$ cat src/sv/taf_pkg.sv
// Shared types, codes and the quarter-wave sine table for the triangle transform.
package taf_pkg;

	typedef enum logic [2:0] {
		FN_LOAD         = 3'd0,
		FN_ROT_CENTROID = 3'd1,
		FN_ROT_ORIGIN   = 3'd2,
		FN_SCALE        = 3'd3,
		FN_TRANSLATE    = 3'd4,
		FN_SHEAR        = 3'd5
	} func_t;

	localparam logic [1:0] SHEAR_NONE = 2'd0;
	localparam logic [1:0] SHEAR_X    = 2'd1;
	localparam logic [1:0] SHEAR_Y    = 2'd2;
	localparam logic [1:0] SHEAR_XY   = 2'd3;

	localparam logic ST_DONE      = 1'b0;
	localparam logic ST_BAD_SHEAR = 1'b1;

	localparam logic [8:0] DEG_QUARTER = 9'd90;
	localparam logic [8:0] DEG_HALF    = 9'd180;
	localparam logic [8:0] DEG_3Q      = 9'd270;
	localparam logic [8:0] DEG_FULL    = 9'd360;

	// sin(k deg) * 2^16, rounded, k = 0..90
	localparam logic [16:0] QSINE [91] = '{
		17'd0,     17'd1144,  17'd2287,  17'd3430,  17'd4572,
		17'd5712,  17'd6850,  17'd7987,  17'd9121,  17'd10252,
		17'd11380, 17'd12505, 17'd13626, 17'd14742, 17'd15855,
		17'd16962, 17'd18064, 17'd19161, 17'd20252, 17'd21336,
		17'd22415, 17'd23486, 17'd24550, 17'd25607, 17'd26656,
		17'd27697, 17'd28729, 17'd29753, 17'd30767, 17'd31772,
		17'd32768, 17'd33754, 17'd34729, 17'd35693, 17'd36647,
		17'd37590, 17'd38521, 17'd39441, 17'd40348, 17'd41243,
		17'd42126, 17'd42995, 17'd43852, 17'd44695, 17'd45525,
		17'd46341, 17'd47143, 17'd47930, 17'd48703, 17'd49461,
		17'd50203, 17'd50931, 17'd51643, 17'd52339, 17'd53020,
		17'd53684, 17'd54332, 17'd54963, 17'd55578, 17'd56175,
		17'd56756, 17'd57319, 17'd57865, 17'd58393, 17'd58903,
		17'd59396, 17'd59870, 17'd60326, 17'd60764, 17'd61183,
		17'd61584, 17'd61966, 17'd62328, 17'd62672, 17'd62997,
		17'd63303, 17'd63589, 17'd63856, 17'd64104, 17'd64332,
		17'd64540, 17'd64729, 17'd64898, 17'd65048, 17'd65177,
		17'd65287, 17'd65376, 17'd65446, 17'd65496, 17'd65526,
		17'd65536
	};

	// Signed sine of a whole-degree angle, magnitude rounded half up to frac fraction bits.
	function automatic logic signed [17:0] sine_deg(input logic [8:0] ang, input int frac);
		logic [8:0]  a;
		logic [6:0]  k;
		logic        neg;
		logic [17:0] wide;
		logic [17:0] rnd;
		logic [17:0] mag;
		a = (ang >= DEG_FULL) ? ang - DEG_FULL : ang;
		if (a <= DEG_QUARTER) begin
			k   = a[6:0];
			neg = 1'b0;
		end else if (a <= DEG_HALF) begin
			k   = 7'(DEG_HALF - a);
			neg = 1'b0;
		end else if (a <= DEG_3Q) begin
			k   = 7'(a - DEG_HALF);
			neg = 1'b1;
		end else begin
			k   = 7'(DEG_FULL - a);
			neg = 1'b1;
		end
		wide = {1'b0, QSINE[k]} << 1;
		rnd  = (wide >> (16 - frac)) + 18'd1;
		mag  = rnd >> 1;
		return neg ? -$signed(mag) : $signed(mag);
	endfunction

endpackage

$ cat src/sv/taf_vertex.sv
// Per-vertex datapath: shared multipliers, truncation and saturation for one vertex.
module taf_vertex #(
	parameter int COORD_WIDTH    = 16,
	parameter int TRIG_FRAC_BITS = 14
) (
	input  taf_pkg::func_t                   op,
	input  logic signed [COORD_WIDTH-1:0]    x,
	input  logic signed [COORD_WIDTH-1:0]    y,
	input  logic signed [COORD_WIDTH-1:0]    pvx,
	input  logic signed [COORD_WIDTH-1:0]    pvy,
	input  logic signed [TRIG_FRAC_BITS+1:0] sin_v,
	input  logic signed [TRIG_FRAC_BITS+1:0] cos_v,
	input  logic signed [15:0]               px,
	input  logic signed [15:0]               py,
	input  logic signed [15:0]               ld_x,
	input  logic signed [15:0]               ld_y,
	output logic signed [COORD_WIDTH-1:0]    nx,
	output logic signed [COORD_WIDTH-1:0]    ny
);

	localparam int TW = TRIG_FRAC_BITS + 2;
	localparam int BW = (TW > 16) ? TW : 16;
	localparam int AW = COORD_WIDTH + 1;
	localparam int PW = AW + BW;
	localparam int SW = PW + 2;

	localparam logic signed [SW-1:0] RND_ADD =
		{{(SW-TRIG_FRAC_BITS){1'b0}}, {TRIG_FRAC_BITS{1'b1}}};
	localparam logic signed [SW-1:0] SAT_MAX =
		{{(SW-COORD_WIDTH+1){1'b0}}, {(COORD_WIDTH-1){1'b1}}};
	localparam logic signed [SW-1:0] SAT_MIN =
		{{(SW-COORD_WIDTH+1){1'b1}}, {(COORD_WIDTH-1){1'b0}}};

	logic signed [AW-1:0] dx, dy;
	logic signed [AW-1:0] a0, a1, a2, a3;
	logic signed [BW-1:0] b0, b1, b2, b3;
	logic signed [PW-1:0] m0, m1, m2, m3;
	logic signed [SW-1:0] rx_num, ry_num, rx_adj, ry_adj, rx_q, ry_q;
	logic signed [SW-1:0] cand_x, cand_y;

	assign dx = AW'(x) - AW'(pvx);
	assign dy = AW'(y) - AW'(pvy);

	// operand steering: rotation uses all four, scale and shear reuse m0 and m2
	always_comb begin
		a0 = dx;
		b0 = BW'(cos_v);
		a1 = dy;
		b1 = BW'(sin_v);
		a2 = dx;
		b2 = BW'(sin_v);
		a3 = dy;
		b3 = BW'(cos_v);
		case (op)
			taf_pkg::FN_SCALE: begin
				a0 = AW'(x);
				b0 = BW'(px);
				a2 = AW'(y);
				b2 = BW'(py);
			end
			taf_pkg::FN_SHEAR: begin
				a0 = AW'(y);
				b0 = BW'(px);
				a2 = AW'(x);
				b2 = BW'(py);
			end
			default: begin
			end
		endcase
	end

	assign m0 = a0 * b0;
	assign m1 = a1 * b1;
	assign m2 = a2 * b2;
	assign m3 = a3 * b3;

	// rotation: pivot scaled up, then divide by 2^F truncating toward zero
	assign rx_num = (SW'(pvx) <<< TRIG_FRAC_BITS) + SW'(m0) - SW'(m1);
	assign ry_num = (SW'(pvy) <<< TRIG_FRAC_BITS) + SW'(m2) + SW'(m3);
	assign rx_adj = rx_num + (rx_num[SW-1] ? RND_ADD : '0);
	assign ry_adj = ry_num + (ry_num[SW-1] ? RND_ADD : '0);
	assign rx_q   = rx_adj >>> TRIG_FRAC_BITS;
	assign ry_q   = ry_adj >>> TRIG_FRAC_BITS;

	always_comb begin
		case (op)
			taf_pkg::FN_LOAD: begin
				cand_x = SW'(ld_x);
				cand_y = SW'(ld_y);
			end
			taf_pkg::FN_ROT_CENTROID, taf_pkg::FN_ROT_ORIGIN: begin
				cand_x = rx_q;
				cand_y = ry_q;
			end
			taf_pkg::FN_SCALE: begin
				cand_x = SW'(m0);
				cand_y = SW'(m2);
			end
			taf_pkg::FN_TRANSLATE: begin
				cand_x = SW'(x) + SW'(px);
				cand_y = SW'(y) + SW'(py);
			end
			taf_pkg::FN_SHEAR: begin
				cand_x = SW'(x) + SW'(m0);
				cand_y = SW'(y) + SW'(m2);
			end
			default: begin
				cand_x = SW'(x);
				cand_y = SW'(y);
			end
		endcase
	end

	// clamp to the coordinate range
	always_comb begin
		if (cand_x > SAT_MAX)
			nx = COORD_WIDTH'(SAT_MAX);
		else if (cand_x < SAT_MIN)
			nx = COORD_WIDTH'(SAT_MIN);
		else
			nx = COORD_WIDTH'(cand_x);
		if (cand_y > SAT_MAX)
			ny = COORD_WIDTH'(SAT_MAX);
		else if (cand_y < SAT_MIN)
			ny = COORD_WIDTH'(SAT_MIN);
		else
			ny = COORD_WIDTH'(cand_y);
	end

endmodule
$ cat config.mk
export PLATFORM = sky130hd
export DESIGN_NAME = taf_vertex
export DESIGN_NICKNAME = d
export VERILOG_FILES = /design/src/sv/taf_pkg.sv /design/src/sv/taf_vertex.sv
export SDC_FILE = /design/constraint.sdc
export NUM_CORES = 2
export LEC_CHECK = 0
export BUFFER_PORTS_ARGS = -buffer_cell sky130_fd_sc_hd__buf_4
export CELL_PAD_IN_SITES_DETAIL_PLACEMENT = 1
export CELL_PAD_IN_SITES_GLOBAL_PLACEMENT = 2
export CORE_MARGIN = 4
export CORE_UTILIZATION = 44
export DETAILED_ROUTE_END_ITERATION = 12
export PLACE_DENSITY_LB_ADDON = 0.12
export SLEW_MARGIN = 20
export SYNTH_ARGS = -nofsm -noshare
export SYNTH_HDL_FRONTEND = slang
export SYNTH_SLANG_ARGS = --single-unit
$ cat constraint.sdc
create_clock -name vclk -period 59.3
set_input_delay 5.93 -clock vclk [all_inputs]
set_output_delay 5.93 -clock vclk [all_outputs]
set_load 0.1 [all_outputs]
==> results.cfg <==
[critical_path]
arrival_ns = 25.30
cp_common_cell = fa_1
crit_family = adder cells
slowest_stage = fa_1
crit_type = in -> out
cp_slowest_stage_delay_ns = 1.05
end_kind = primary output
path_buf_inv = 9
crit_fanout = 15
cp.required_ns = 53.37
start_kind = input pin

[drt]
totalWireLength_um = 231000
ant_nets = 0
drt_iter0_markers = 3834
dr.pass1.iters = 6
post-route-drc-count = 0
vias = 51200
post_drt_wl_per_cell_um = 26.5
avgViaCountPerCell = 5.86

[cells_and_area]
multi_input_area_sq_um = 51700
nNetsFinal = 8918
layout-drive-gt1-share_pct = 5.57
clkbuf_count = 0
regArea_sq_um = 0
area_delta_synth_final_pct = 6.00
design.seq.count = 0
fillerInstances = 15800

[worst_hold_path]
holdPathEnd = nx[0]
hp-start = x[0]
min_path_cells = 4
holdCritPathClass = in -> out

[timing]
setup_viol = 0
finalMaxSlewViolations = 0
hold_viol_final = 0
maxSlewHeadroom_pct = 16.4
fin_tns_setup_ns = 0
finalCritPeriodShare_pct = 52.7
setup_ws_ns = 28.07
final.min_clock_period_ns = 31.23
fmaxAchievable_ghz = 0.0320
worstMarginPinSlew_ns = 1.25
rsz0062_at_grt = false

[clock_tree]
cts_setup_buffers = 0
cts.hold.buffers_added = 0
cts-resized-gates = 0

[synthesis]
yosysSeqAreaShare_pct = 0
syn_area_per_cell_sq_um = 8.30
synthesis.area_sq_um = 57900
synth_cell_type_count = 101
syn-num-nets = 8912
syn-instance-count = 6980
synth_warnings = 0

[floorplan]
core_area_sq_um = 130000
die_area_sq_um = 138000
top_level_ports = 195
die_h_um = 371
start_util_pct = 44.5
die_w_um = 371
num_rows = 132

[grt]
grt_overflow = 0
grt_antenna_before_repair = 18
grt_max_degree = 76
grtUsageTotal_pct = 33.8
grt_pass1_wl_um = 349000
grt_pass1_vias = 55700

[placement]
post-dp-hpwl_um = 195000
portBuffers = 195
place.gp.congestion = 0.970
pre_cts_ws_ns = 28.10

[outcome]
run_status = complete, no violations

[flow_run]
drv.max_cap_violation_count = 0
routing by layer:
layer	share of wire [%]	global-route usage, %	up-vias
met2	47	56.2	1753
met4	5.1	13.5	8
met1	41	44.7	26700
met3	6.8	4.35	429
li1	-	-	22300
met5	0.022	0	-
cell usage after synthesis, drive strengths merged, types with 10 or more instances:
library cell / number / area, sq um
inv: 1397 / 5240
fa: 1230 / 24600
nand2: 829 / 3110
ha: 539 / 6740
nor2: 504 / 1890
and2: 272 / 1700
clkbuf: 262 / 986
a21oi: 246 / 1250
o21ai: 238 / 1190
xnor2: 163 / 1430
nor2b: 88 / 551
nand3: 86 / 430
xor2: 75 / 657
nor3: 73 / 380
a21o: 66 / 495
o211ai: 64 / 480
nand2b: 59 / 369
a211oi: 52 / 410
mux2i: 51 / 510
nor4: 48 / 337
a221oi: 44 / 385
o21a: 41 / 308
a221o: 34 / 340
buf: 31 / 148
nand4: 31 / 194
and3: 30 / 188
a31oi: 29 / 181
a22oi: 26 / 195
o21bai: 26 / 195
a311oi: 24 / 228
or3: 24 / 155
a311o: 22 / 220
o31ai: 20 / 150
a21boi: 19 / 143
o22ai: 19 / 119
o2111ai: 14 / 123
or2: 14 / 87.6
o31a: 13 / 114
a2111oi: 12 / 136
o221ai: 12 / 111
nor3b: 11 / 82.6
a222oi: 10 / 100
worst max path at each step:
stage,startpoint,endpoint,slack (ns),depth (start not counted)
6_report,x[0],ny[0],28.07,65
5_1_grt,x[0],ny[0],26.72,65
4_1_cts,x[0],ny[0],28.00,65
3_5_place_dp,x[0],ny[0],28.10,65
3_3_place_gp,x[1],ny[1],28.46,63
2_1_floorplan,x[0],ny[5],29.37,66
final cells by class:
| class | instances | share of cell area [%] |
|---|---|---|
| Antenna cell | 9 | 0.0367 |
| Inverter | 1399 | 8.55 |
| Multi-Input combinational cell | 5288 | 84.2 |
| Tap cell | 1742 | 3.55 |
| Timing Repair Buffer | 297 | 3.62 |
kinds of logic after synthesis:
logic type / count (synthesis) / synth area share, %
xor+xnor: 238 / 3.60
compound gates: 1114 / 13.3
simple gates: 2111 / 17.0
buf+inv: 1692 / 11.0
fa+ha+maj: 1769 / 54.1
mux: 56 / 0.978
metrics by stage:
| stage | hold slack [ns] | area [sq um] | instances | util, % |
|---|---|---|---|---|
| finish | 12.51 | 61400 | 8735 | 47.2 |
| floorplan | 12.40 | 57900 | 6980 | - |
| detailed placement | 12.50 | 61400 | 8726 | 47.2 |
| CTS | 12.50 | 61400 | 8726 | 47.2 |
| global placement | 12.51 | 61400 | 8722 | 47.1 |
| global route | 12.52 | 61400 | 8729 | 47.2 |
cell usage in the layout (no fill, tap or decap), types with 26 or more instances in the layout:
cell type	instances
inv_1	1397
fa_1	1230
nand2_1	828
ha_1	537
nor2_1	495
buf_4	294
and2_1	268
a21oi_1	240
o21ai_0	210
xnor2_1	158
nor2b_1	88
nand3_1	86
xor2_1	73
nor3_1	70
a21o_1	66
o211ai_1	64
nand2b_1	59
a211oi_1	48
mux2i_1	45
nor4_1	45
o21a_1	41
a221oi_1	36
a221o_1	34
nand4_1	31
and3_1	30
a31oi_1	29
o21ai_1	27
o21bai_1	26
a22oi_1	26
tightest hold or removal path: stages:
cell	delay (ns)
buf_4	0.15
o21ai_0	0.16
o21ai_0	0.09
buf_4	0.24
